--- src/dns_query_name_parser_defines.svh ---
// Assertion macros shared by the DNS query name parser modules.
// Depends on nothing; the including module supplies clk and rst.
`ifndef DNS_QUERY_NAME_PARSER_DEFINES_SVH
`define DNS_QUERY_NAME_PARSER_DEFINES_SVH

// Check a condition at every clock edge outside reset.
`define DQNP_ASSERT_ALWAYS(label, cond, msg) \
  label: assert property (@(posedge clk) disable iff (rst) (cond)) else $error(msg);

// Check that a trigger in one cycle implies a condition in the next.
`define DQNP_ASSERT_NEXT(label, trig, cond, msg) \
  label: assert property (@(posedge clk) disable iff (rst) (trig) |=> (cond)) else $error(msg);

`endif

--- src/dqnp_pkg.sv ---
// Shared types and constants for the DNS query name parser.
// Depends on nothing; imported by every module of the block.
package dqnp_pkg;

  localparam logic [7:0] HdrLen  = 8'd12;
  localparam logic [7:0] DotChar = 8'h2E;

  // Configuration register indexes
  localparam logic [7:0] REG_V4_SERVER_OFFSET = 8'd0;
  localparam logic [7:0] REG_V6_SERVER_OFFSET = 8'd1;
  localparam logic [7:0] REG_V4_DNS_OFFSET    = 8'd2;
  localparam logic [7:0] REG_V6_DNS_OFFSET    = 8'd3;

  // Parse status codes
  localparam logic [2:0] ST_OK     = 3'd0;
  localparam logic [2:0] ST_SHORT  = 3'd1;
  localparam logic [2:0] ST_UNTERM = 3'd2;
  localparam logic [2:0] ST_TYPE   = 3'd3;
  localparam logic [2:0] ST_BAD    = 3'd4;

  // Result item kinds
  localparam logic KIND_CHAR    = 1'b0;
  localparam logic KIND_SUMMARY = 1'b1;

  typedef struct packed {
    logic [7:0] data_byte;
    logic       end_of_packet;
  } in_item_t;

  typedef struct packed {
    logic        item_kind;
    logic [7:0]  name_char;
    logic [3:0]  version_seen;
    logic [15:0] query_kind;
    logic [63:0] server_high;
    logic [63:0] server_low;
    logic [7:0]  name_chars;
    logic [2:0]  parse_status;
    logic        run_last;
  } out_item_t;

  // Results of one packet byte: an optional name character, then an
  // optional summary record.
  typedef struct packed {
    logic       char_valid;
    logic [7:0] name_char;
    logic       sum_valid;
    out_item_t  summary;
  } dqnp_pair_t;

  typedef struct packed {
    logic       push;
    dqnp_pair_t pair;
  } dqnp_push_t;

endpackage

--- src/dqnp_parse.sv ---
// Per-byte parse step: configuration registers, packet state and the
// combinational update that turns one byte into its results. Uses dqnp_pkg.
module dqnp_parse
  import dqnp_pkg::*;
#(
  parameter int MAX_NAME_LEN = 255
) (
  input  logic       clk,
  input  logic       rst,
  input  logic       cfg_we,
  input  logic [7:0] cfg_index,
  input  logic [7:0] cfg_data,
  input  logic       step,
  input  in_item_t   item,
  output dqnp_push_t result
);

  localparam logic [7:0] MaxLen = 8'(MAX_NAME_LEN);

  typedef enum logic [2:0] {
    PH_HEADER, PH_LEN, PH_BODY, PH_TYPE, PH_DONE, PH_STOP
  } phase_t;

  typedef struct packed {
    logic [15:0] pos;
    logic [3:0]  version;
    phase_t      phase;
    logic [5:0]  label_left;
    logic        first;
    logic [7:0]  name_count;
    logic [63:0] sw_high;
    logic [63:0] sw_low;
    logic [15:0] type_held;
    logic [1:0]  type_seen;
    logic [2:0]  status;
  } pstate_t;

  localparam pstate_t ResetState = '{
    pos: '0, version: '0, phase: PH_HEADER, label_left: '0, first: 1'b1,
    name_count: '0, sw_high: '0, sw_low: '0, type_held: '0, type_seen: '0,
    status: ST_OK
  };

  logic [7:0] v4_server_offset, v6_server_offset, v4_dns_offset, v6_dns_offset;
  pstate_t    state, state_next;

  always_ff @(posedge clk) begin
    if (rst) begin
      v4_server_offset <= 8'd16;
      v6_server_offset <= 8'd24;
      v4_dns_offset    <= 8'd28;
      v6_dns_offset    <= 8'd48;
    end else if (cfg_we) begin
      case (cfg_index)
        REG_V4_SERVER_OFFSET: v4_server_offset <= cfg_data;
        REG_V6_SERVER_OFFSET: v6_server_offset <= cfg_data;
        REG_V4_DNS_OFFSET:    v4_dns_offset    <= cfg_data;
        REG_V6_DNS_OFFSET:    v6_dns_offset    <= cfg_data;
        default: ;
      endcase
    end
  end

  always_ff @(posedge clk) begin
    if (rst) begin
      state <= ResetState;
    end else if (step) begin
      state <= state_next;
    end
  end

  logic [7:0]  b;
  logic        is4;
  logic [7:0]  soff, doff;
  logic [15:0] k;
  logic [16:0] dns_start;
  pstate_t     s;
  logic [2:0]  st;

  always_comb begin
    b   = item.data_byte;
    s   = state;
    result = '0;
    if (state.pos == 16'd0) begin
      s.version = b[7:4];
    end
    is4  = (s.version == 4'd4);
    soff = is4 ? v4_server_offset : v6_server_offset;
    doff = is4 ? v4_dns_offset : v6_dns_offset;
    k    = state.pos - {8'd0, soff};

    // Capture the server address bytes
    if (state.pos >= {8'd0, soff}) begin
      if (is4 && k < 16'd4) begin
        s.sw_low = {32'd0, state.sw_low[23:0], b};
      end else if (!is4 && k < 16'd8) begin
        s.sw_high = {state.sw_high[55:0], b};
      end else if (!is4 && k < 16'd16) begin
        s.sw_low = {state.sw_low[55:0], b};
      end
    end

    dns_start = {9'd0, doff} + {9'd0, HdrLen};
    if (state.phase == PH_HEADER && {1'b0, state.pos} >= dns_start) begin
      s.phase = PH_LEN;
    end

    case (s.phase)
      PH_LEN: begin
        if (b == 8'd0) begin
          s.phase = PH_TYPE;
        end else if (b >= 8'd64) begin
          s.status = ST_BAD;
          s.phase  = PH_STOP;
        end else begin
          s.label_left = b[5:0];
          s.phase      = PH_BODY;
          s.first      = 1'b0;
          if (!state.first) begin
            if (state.name_count >= MaxLen) begin
              s.status = ST_BAD;
              s.phase  = PH_STOP;
            end else begin
              s.name_count           = state.name_count + 8'd1;
              result.pair.char_valid = 1'b1;
              result.pair.name_char  = DotChar;
            end
          end
        end
      end
      PH_BODY: begin
        if (state.name_count >= MaxLen) begin
          s.status = ST_BAD;
          s.phase  = PH_STOP;
        end else begin
          s.name_count           = state.name_count + 8'd1;
          result.pair.char_valid = 1'b1;
          result.pair.name_char  = b;
          s.label_left           = state.label_left - 6'd1;
          if (state.label_left == 6'd1) begin
            s.phase = PH_LEN;
          end
        end
      end
      PH_TYPE: begin
        s.type_held = {state.type_held[7:0], b};
        s.type_seen = state.type_seen + 2'd1;
        if (state.type_seen >= 2'd1) begin
          s.phase = PH_DONE;
        end
      end
      default: ;
    endcase

    if (state.pos != 16'hFFFF) begin
      s.pos = state.pos + 16'd1;
    end

    if (s.status == ST_BAD) begin
      st = ST_BAD;
    end else if (s.phase == PH_HEADER) begin
      st = ST_SHORT;
    end else if (s.phase inside {PH_LEN, PH_BODY}) begin
      st = ST_UNTERM;
    end else if (s.phase == PH_TYPE) begin
      st = ST_TYPE;
    end else begin
      st = ST_OK;
    end

    result.pair.sum_valid            = item.end_of_packet;
    result.pair.summary.item_kind    = KIND_SUMMARY;
    result.pair.summary.version_seen = s.version;
    result.pair.summary.query_kind   = (st == ST_OK) ? s.type_held : 16'd0;
    result.pair.summary.server_high  = s.sw_high;
    result.pair.summary.server_low   = s.sw_low;
    result.pair.summary.name_chars   = s.name_count;
    result.pair.summary.parse_status = st;
    result.pair.summary.run_last     = 1'b1;
    result.push = step && (result.pair.char_valid || item.end_of_packet);

    // Drop all packet state after the summary record
    state_next = item.end_of_packet ? ResetState : s;
  end

endmodule

--- src/dqnp_queue.sv ---
// Two-entry result queue: holds per-byte result pairs and hands out one
// result item per transfer, name character first. Uses dqnp_pkg.
`include "dns_query_name_parser_defines.svh"

module dqnp_queue
  import dqnp_pkg::*;
(
  input  logic       clk,
  input  logic       rst,
  input  dqnp_push_t push_in,
  output logic       can_push,
  output logic       out_valid,
  input  logic       out_ready,
  output out_item_t  out_data
);

  dqnp_pair_t slot [2];
  logic [1:0] count;
  dqnp_pair_t slot_next [2];
  logic [1:0] count_next;
  logic       fire, partial, pop;
  logic [1:0] wr_at;

  assign can_push  = (count < 2'd2);
  assign out_valid = (count != 2'd0);
  assign fire      = out_valid && out_ready;
  assign partial   = fire && slot[0].char_valid && slot[0].sum_valid;
  assign pop       = fire && !partial;

  always_comb begin
    out_data = '0;
    if (slot[0].char_valid) begin
      out_data.item_kind = KIND_CHAR;
      out_data.name_char = slot[0].name_char;
    end else begin
      out_data = slot[0].summary;
    end
  end

  always_comb begin
    slot_next  = slot;
    count_next = count;
    if (partial) begin
      slot_next[0].char_valid = 1'b0;
    end
    if (pop) begin
      slot_next[0] = slot[1];
      count_next   = count - 2'd1;
    end
    wr_at = count - {1'b0, pop};
    if (push_in.push) begin
      if (wr_at == 2'd0) begin
        slot_next[0] = push_in.pair;
      end else begin
        slot_next[1] = push_in.pair;
      end
      count_next = count_next + 2'd1;
    end
  end

  always_ff @(posedge clk) begin
    if (rst) begin
      count <= '0;
    end else begin
      count <= count_next;
    end
  end

  always_ff @(posedge clk) begin
    slot[0] <= slot_next[0];
    slot[1] <= slot_next[1];
  end

  `DQNP_ASSERT_ALWAYS(a_count_bound, count <= 2'd2, "result queue count out of range")
  `DQNP_ASSERT_ALWAYS(a_head_nonempty, !out_valid || slot[0].char_valid || slot[0].sum_valid,
                      "head entry holds no result")
  `DQNP_ASSERT_ALWAYS(a_no_overflow, !push_in.push || can_push, "push into full result queue")
  `DQNP_ASSERT_NEXT(a_summary_follows, partial,
                    out_valid && !slot[0].char_valid && slot[0].sum_valid,
                    "summary lost after name character")

endmodule

--- src/dns_query_name_parser.sv ---
// DNS query name parser top level: input register, per-byte parse step and
// result queue. Uses dqnp_pkg, dqnp_parse and dqnp_queue.
//
// Usage: feed a captured IPv4/IPv6 UDP/DNS packet on in_data one byte per
// transfer (valid/ready), marking its last byte with end_of_packet. Each
// question name character (and a '.' between labels) leaves on out_data as
// a name-character item; the last byte of the packet also yields a summary
// record with version, server address, query type, name length and status.
// Offsets are set over the plain write port (cfg_we/cfg_index/cfg_data)
// while no packet is in flight; unknown indexes are ignored.
// A byte's results pass the input register, then the result queue register.
// Throughput: one byte per cycle while the queue has room; a final byte
// with both a character and the summary yields two output items, which the
// two-entry result queue absorbs and then throttles in_ready. in_ready comes
// from registered state only: input register valid and queue occupancy.
// Stalls: when out_ready is low the queue fills and in_ready drops; nothing
// is lost. Reset (rst, synchronous) empties the pipeline, restores the
// default offsets (16, 24, 28, 48) and starts a fresh packet.
`include "dns_query_name_parser_defines.svh"

module dns_query_name_parser
  import dqnp_pkg::*;
#(
  parameter int MAX_NAME_LEN = 255
) (
  input  logic       clk,
  input  logic       rst,
  input  logic       in_valid,
  output logic       in_ready,
  input  in_item_t   in_data,
  output logic       out_valid,
  input  logic       out_ready,
  output out_item_t  out_data,
  input  logic       cfg_we,
  input  logic [7:0] cfg_index,
  input  logic [7:0] cfg_data
);

  logic       s1_valid;
  in_item_t   s1_item;
  logic       can_push;
  logic       step;
  dqnp_push_t push_bus;

  // Advance the held byte into the parser whenever the queue has room
  assign step     = s1_valid && can_push;
  assign in_ready = !s1_valid || can_push;

  always_ff @(posedge clk) begin
    if (rst) begin
      s1_valid <= 1'b0;
    end else if (in_ready) begin
      s1_valid <= in_valid;
    end
  end

  // Hold the payload while the byte waits for queue space
  always_ff @(posedge clk) begin
    if (in_valid && in_ready) begin
      s1_item <= in_data;
    end
  end

  dqnp_parse #(
    .MAX_NAME_LEN(MAX_NAME_LEN)
  ) u_parse (
    .clk      (clk),
    .rst      (rst),
    .cfg_we   (cfg_we),
    .cfg_index(cfg_index),
    .cfg_data (cfg_data),
    .step     (step),
    .item     (s1_item),
    .result   (push_bus)
  );

  dqnp_queue u_queue (
    .clk      (clk),
    .rst      (rst),
    .push_in  (push_bus),
    .can_push (can_push),
    .out_valid(out_valid),
    .out_ready(out_ready),
    .out_data (out_data)
  );

  `DQNP_ASSERT_ALWAYS(a_push_only_on_step, !push_bus.push || step,
                      "result produced without a parse step")
  `DQNP_ASSERT_NEXT(a_byte_held_on_stall, s1_valid && !can_push,
                    s1_valid && $stable(s1_item), "held byte changed while stalled")

endmodule
--- config.mk ---
export PLATFORM = sky130hd
export DESIGN_NAME = dns_query_name_parser
export DESIGN_NICKNAME = d
export VERILOG_FILES = /design/src/dqnp_pkg.sv /design/src/dqnp_parse.sv /design/src/dqnp_queue.sv /design/src/dns_query_name_parser.sv
export VERILOG_INCLUDE_DIRS = /design/src /design/src/src
export SDC_FILE = /design/constraint.sdc
export NUM_CORES = 1
export LEC_CHECK = 0
export BUFFER_PORTS_ARGS = -buffer_cell sky130_fd_sc_hd__buf_4
export CAP_MARGIN = 20
export CORE_ASPECT_RATIO = 2
export CORE_MARGIN = 4
export CORE_UTILIZATION = 40
export CTS_CLUSTER_DIAMETER = 80
export DETAILED_ROUTE_END_ITERATION = 12
export PLACE_DENSITY = 0.61
export SETUP_SLACK_MARGIN = 0.3
export SYNTH_ARGS = -nofsm -noshare
export SYNTH_HDL_FRONTEND = slang
export SYNTH_HIERARCHICAL = 1
export SYNTH_SLANG_ARGS = --single-unit
--- constraint.sdc ---
create_clock -name clk -period 15.49 [get_ports clk]
set_input_delay 1.549 -clock clk [delete_from_list [all_inputs] [get_ports clk]]
set_output_delay 1.549 -clock clk [all_outputs]
set_load 0.01 [all_outputs]
==> results of run 1 <==
## power by group
group          total [mW]  leakage, nW  internal (mW)  switching, mW
logic                2.31         5.97           1.10           1.20
clock network        1.39        0.895          0.784          0.605
registers            2.16         4.99           1.90          0.257
total                5.86         11.9           3.79           2.07
## per-stage QoR
stage	hold slack, ps	cells	utilization
floorplan	411.9	3027	-
global placement	418.4	3873	0.4263
detailed placement	425.2	3873	0.4263
CTS	437.9	3975	0.4516
global route	454.8	3979	0.4528
finish	440.0	3979	0.4528
## state kept, by name (all words and copies together) (netlist names)
register                  cells
u_queue/count                 2
u_parse/v4_dns_offset         8
u_parse/v4_server_offset      8
s1_item                       9
u_parse/state               187
u_parse/v6_dns_offset         8
u_queue/slot                358
s1_valid                      1
u_parse/v6_server_offset      8
## metal layers
layer,vias to the layer above,wire length [um]
li1,11372,-
met4,0,3627
met1,12225,35760
met3,176,4444
met5,-,0
met2,863,44570
## layout by cell type, fill, tap and decap left out, drive strengths merged, types with 13 or more instances in the layout
| cell type | count |
|---|---|
| dfxtp | 401 |
| nor2 | 279 |
| buf | 242 |
| o21ai | 204 |
| a22oi | 197 |
| edfxtp | 188 |
| o22ai | 177 |
| o2bb2ai | 176 |
| nor2b | 166 |
| nand2 | 162 |
| mux2 | 114 |
| a22o | 101 |
| nand3 | 87 |
| clkbuf | 82 |
| nand4 | 69 |
| o211ai | 69 |
| a21oi | 52 |
| mux2i | 33 |
| ha | 25 |
| inv | 22 |
| nor3 | 17 |
| a21o | 13 |
## layout make-up
class	count	area (um2)	area share
multi-input cells	2111	13940	0.4285
flip-flops and latches	589	13680	0.4205
clock inverters	20	244.0	0.007501
inverters	19	76.32	0.002347
repair buffers	242	1877	0.05770
clock buffers	82	1568	0.04820
well taps	916	1146	0.03524
## cell families (layout without fill, tap and decap cells)
kind of cell             Yosys count  in the layout  synth area share
adder cells (fa/ha/maj)           25             25           0.01080
other                              2             10         0.0002593
buffers and inverters            327            363           0.05098
AND/OR/NAND/NOR                  858            858            0.1466
AO/OA/AOI/OAI                   1050           1050            0.2567
flip-flops                       589            589            0.4721
multiplexers                     147            147           0.05573
XOR/XNOR                          21             21          0.006826
## worst max-delay path, stage by stage (launching register included)
cell and delay (ps):
dfxtp_1 330, inv_1 140, ha_1 160, nor4b_1 240, nand4_1 400, mux2i_4 260
buf_4 790, mux2i_1 270, ha_1 280, nor3_1 290, xor2_1 110, ha_1 290
nand2_1 60, o21ai_0 240, a211oi_1 90, or4_1 690, o31ai_1 260, buf_4 230
nor2_1 60, nor2_1 300, inv_1 180, a31oi_4 870, buf_4 730, buf_4 750
## worst paths after layout
kind / cells after the start / startpoint / to / slack [ps]
worst min register to register: 2 / u_parse/state[1] / u_parse/state[1] / 440
worst max-delay path: 23 / u_parse/state[171] / u_queue/slot[71] / 7000
worst max register to register: 23 / u_parse/state[171] / u_queue/slot[71] / 7000
worst min-delay path: 2 / u_parse/state[1] / u_parse/state[1] / 440
==> results by group, run 1 <==
Yosys
  • Synth top cells by count: dfxtp_1, nor2_1, a22oi_1
  • Synthesized area: just under 30000 um2
  • Share of the synthesized area in the top cell type: 0.2772
  • Most numerous cell in the Yosys netlist: dfxtp_1
  • Syn_area_per_cell: between 9 and 10 um2
  • Seq/Total Area, Yosys: 0.4721
  • #FFs+latches synth: 589
  • Largest cells by area after synthesis: dfxtp_1, edfxtp_1, o2bb2ai_1
  • Cell variety after synth: 84
  • Asr flop ratio synth: 0
  • EDFF count, synth: around 190
  • Synth Flop Type: dfxtp_1
  • Cell count after synthesis: 3019
  • Area leader, netlist: dfxtp_1
  • Syn. warnings: 6

Floorplanning
  • Die Ht: slightly below 400 um
  • I/O pin count: about 200
  • Die Wd: 198.3 um
  • Initial Util: 0.4032
  • CORE AREA: slightly above 70000 um2
  • Die footprint: between 70000 and 80000 um2
  • Rows: approximately 140

Global routing
  • Vias in the first global route: about 24000
  • Most Crowded Layer GR: met2
  • Met2 Track Usage GR: 0.3763
  • Overflow after GRT: 0
  • Initial antenna violation count: 0
  • Largest net degree at the start of global routing: 124
  • Met3 GRT Util: 0.02445
  • Met1 usage: 0.2717
  • First-pass GRT wire length: ~140000 um
  • Total global-route track usage: 0.2167

Pwr
  • Leakage: 11.85 nW
  • VDD IR-drop max: 0.0001379 V
  • Final Power: between 5 and 6 mW
  • PwrDens: approximately 180 nW/um2

Layout
  • Share of cells above drive strength 1: 0.1525
  • Synth-to-Final Area Change: 12.30%
  • Fin area: 32520 um2
  • Nets@finish: between 3000 and 4000
  • Antenna diodes: 0
  • Filler cells: between 6000 and 7000

Routing
  • Wire per inst: roughly 22 um
  • Via count: 24636
  • DRC violation count after routing: 0
  • Drt total wl: roughly 88000 um
  • Number of vias per cell: between 6 and 7
  • Initial DRC count: 2108
  • Post-DRT Antenna Nets: 0
  • DR pass1 iterations: 6

Clocking
  • CTS buffer count: 54
  • H-tree depth: 2
  • Hold-fix buffers, CTS: 0
  • CTS tree: yes
  • CTS clk-pin slew, worst paths: 60 ps
  • Clock Tree Buf Depth: 3
  • CTS sink cnt: about 600
  • CTS root buffer: clkbuf_16
  • CTS resizes: 0
  • # Post-CTS Setup Buffers: 0
  • Clock latency at the later pin of the worst-skew pair: 610 ps

Critical path
  • Kind of critical path: flop to flop
  • Top fanout value on the critical path: 85
  • Worst EP arrival: a little under 9000 ps
  • Critical Path End Type: flop
  • Worst Path Required: ~16000 ps
  • Crit path launch type: flop

Timing
  • Final Cycle Share: 0.5480
  • Slew headroom: 0.2302
  • Worst Tran Pin Value: approximately 1200 ps
  • Setup WS post-layout: roughly 7000 ps
  • Final setup skew: roughly 25 ps
  • Finish-stage setup viols: 0
  • Max Fclk: 0.1178 GHz
  • Minimum clock period: roughly 8500 ps
  • Final hold vios: 0
  • RSZ-0062 raised after global routing: no
  • Pins Over Slew Limit: 0
  • Post-route setup TNS: 0 ps

Job
  • Max-cap violation count: 0

Place
  • Port Buffer Count: 200
  • Hpwl dp: between 50000 and 60000 um
  • Pre-CTS setup slack: around 7000 ps
  • Placer Congestion: ~0.85
  • DP Area: 30620 um2

Min path
  • Worst Hold Class: flop to flop

Outcome
  • Status: complete, no violations
No activity file was read; power rests on OpenSTA's default activity.
==> run 2, diff against run 1 <==
==> constraint.sdc (replaced) <==
create_clock -name clk -period 8.7 [get_ports clk]
set_input_delay 0.87 -clock clk [delete_from_list [all_inputs] [get_ports clk]]
set_output_delay 0.87 -clock clk [all_outputs]
set_load 0.01 [all_outputs]
==> run 2 against run 1 <==
  * Final cell count down 0.13%
  * Global-route usage up 0.38 points
  * Cell area about the same
  * Flip-flop and latch count is the same
  * Combinational power increased by 78%
  * Via count increased by 0.69%
  * Die area stayed put
  * First-iteration DRC count decreased by 4.1%
  * Clock power increased by 73%
  * Non-clock buffer count fell by 3
  * Setup slack got worse by 5200 ps
  * Highest routed layer unchanged
==> results by group, run 2 (synthesized netlist as in run 1, its figures left out) <==
Outcome
  • Status: complete, no violations

Timing
  • Worst Tran Pin Value: 1244 ps (+89.24 ps)
  • Hold slack: 428.7 ps (-11.28 ps)
  • Post-route setup TNS: 0 ps (unchanged)
  • Max Fclk: 0.1454 GHz (+23%)
  • Slew headroom: 0.1707 (-0.05949)
  • RSZ-0062 raised after global routing: no
  • Final Cycle Share: 0.7904 (+0.2425)
  • Final setup skew: 29.49 ps (+4.788 ps)
  • Final hold vios: 0 (unchanged)
  • Finish-stage setup viols: 0 (unchanged)
  • Minimum clock period: 6877 ps (-1611 ps)
  • Pins Over Slew Limit: 0 (unchanged)

Routing
  • DRC violation count after routing: 0 (unchanged)
  • Post-DRT Antenna Nets: 0 (unchanged)
  • Drt total wl: 89700 um (+1.5%)
  • Wire per inst: 22.57 um (+1.6%)
  • Number of vias per cell: 6.242 (+0.82%)
  • DR pass1 iterations: 6 (unchanged)
  • Initial DRC count: 2022 (-4.1%)
  • Via count: 24806 (+0.69%)

Critical path
  • Reg2reg path depth: 19 (-17%)
  • RR Startpoint: u_parse/state[180]
  • Kind of critical path: flop to flop
  • Worst EP arrival: 7310 ps (-1410 ps)
  • Critical R2R Capture: u_queue/slot[306]
  • Top fanout value on the critical path: 139 (+64%)
  • Crit path launch type: flop
  • Worst Path Required: 9140 ps (-6580 ps)
  • Reg2reg setup slack: 1820 ps (-5180 ps)
  • Critical Path End Type: flop

Global routing
  • Total global-route track usage: 0.2205 (+0.003761)
  • First-pass GRT wire length: 139600 um (+1.3%)
  • Largest net degree at the start of global routing: 281 (+130%)
  • Vias in the first global route: 24545 (+1.2%)
  • Initial antenna violation count: 0 (unchanged)
  • Overflow after GRT: 0 (unchanged)

Job
  • Max-cap violation count: 0 (unchanged)

Pwr
  • Sw frac: 0.3549 (+0.002338)
  • Clock group share of total power: 0.232 (-0.005)
  • PwrDens: 318.7 nW/um2 (+77%)
  • Reg power frac: 0.371 (+0.002)
  • Internal power: 6.684 mW (+76%)
  • Leakage: 11.81 nW (-0.38%)
  • Combinational cell fraction of total power: 0.397 (+0.003)
  • VDD IR-drop max: 0.0001800 V (+30%)
  • Sw power: 3.678 mW (+78%)

Layout
  • Most common cell after layout, fill and taps aside: dfxtp_1
  • Filler cells: 6812 (+0.35%)
  • Share of cells above drive strength 1: 0.1494 (-0.003021)
  • Synth-to-Final Area Change: 12.27% (about the same)
  • Nets@finish: 3068 (-0.13%)
  • Largest register FFs: 358 (unchanged)
  • Commonest cells after routing, fill and taps aside: dfxtp_1, nor2_1, buf_4
  • Biggest register: u_queue/slot
  • Fin area: 32520 um2 (about the same)
  • Top Registers: u_queue/slot: 358 flops, u_parse/state: 187 flops, s1_item: 9 flops
  • Antenna diodes: 0 (unchanged)

Clocking
  • Hold-fix buffers, CTS: 0 (unchanged)
  • Clock Tree Buf Depth: 3 (unchanged)
  • CTS root buffer: clkbuf_16
  • CTS buffer count: 53 (-1.9%)
  • CTS resizes: 0 (unchanged)
  • CTS tree: yes
  • H-tree depth: 2 (unchanged)
  • CTS sink cnt: 589 (unchanged)
  • # Post-CTS Setup Buffers: 0 (unchanged)
  • CTS clk-pin slew, worst paths: 70 ps (about the same)
  • Clock latency at the later pin of the worst-skew pair: 620 ps (about the same)

Floorplanning
  • Die Ht: 388.5 um (unchanged)
  • Rows: 139 (unchanged)
  • Initial Util: 0.4032 (unchanged)
  • Die Wd: 198.3 um (unchanged)
  • Die footprint: 77040 um2 (unchanged)
  • CORE AREA: 71830 um2 (unchanged)
  • I/O pin count: 201 (unchanged)

Place
  • Port Buffer Count: 200 (unchanged)
  • Placer Congestion: 0.8656 (+2.1%)
  • DP Area: 30700 um2 (+0.24%)
  • Hpwl dp: 53620 um (-0.68%)

Min path
  • Hold endpoint: s1_item[3]
  • Worst Hold Class: input pin to flop
  • Hold Path Depth: 1 (-1)
  • Worst hold start: in_data[3]
run 2: cell types whose count changed in the layout (fill, tap and decap cells not counted), sizes merged:
cell      change
clkinvlp      +1
buf           -3
clkbuf        -8
inv           -2
clkinv        +8
bufinv        -1
run 2: layout make-up:
class	instances	area, um2	share of cell area
inverter	19	76.32	0.002347
clock inverter	26	250.2	0.007696
sequential	589	13680	0.4206
timing repair buffer	239	1934	0.05949
clock buffer	74	1486	0.04571
tap	916	1146	0.03525
multi-input combinational	2111	13950	0.4289
run 2: how the worst max path moves through the flow:
| stage | cells past startpoint | endpoint | slack (ps) | start |
|---|---|---|---|---|
| after floorplan | 22 | u_queue/slot[0] | 700 | u_parse/state[171] |
| after global placement | 19 | u_queue/slot[275] | 1820 | u_parse/state[180] |
| after detailed placement | 18 | u_queue/slot[312] | 1730 | u_parse/state[180] |
| after CTS | 18 | u_queue/slot[312] | 1730 | u_parse/state[180] |
| after global routing | 19 | u_queue/slot[299] | 1370 | u_parse/state[180] |
| final | 19 | u_queue/slot[306] | 1820 | u_parse/state[180] |
run 2: through the flow:
stage	instances	util	setup slack [ps]	power, mW
global placement	3869	0.4271	1820	7.833
floorplan	3027	-	700.2	6.451
CTS	3970	0.4515	1728	10.41
detailed placement	3870	0.4274	1733	8.001
global route	3974	0.4527	1375	10.93
finish	3974	0.4527	1823	10.36
run 2: power groups by stage:
stage,Combinational [mW],Sequential [mW],Clock (mW)
CTS,4.12,3.84,2.45
finish,4.12,3.85,2.40
global route,4.48,3.90,2.55
global placement,3.98,3.86,0
detailed placement,4.10,3.90,0
floorplan,2.78,3.67,0
run 2: critical path: stages, from the launching register on:
cell and delay, ps:
dfxtp_1 360, nor4_2 510, nand4_1 440, mux2i_4 450
buf_4 790, mux2i_1 360, xnor2_1 130, ha_1 310
nand2_1 70, o21ai_0 240, a211oi_1 130, or4_1 700
o31ai_1 390, nor2_1 70, nor2_1 290, nor2b_4 380
o21ai_4 210, buf_12 330, o2bb2ai_1 280, o22ai_1 120
run 2: routing by layer:
layer  global-route usage  wire [um]  share of wire
met1               0.2702      36090           0.40
met2               0.3886      45230           0.50
met3              0.02497       4630          0.052
met4              0.09310       3750          0.042
met5                    0          0              0
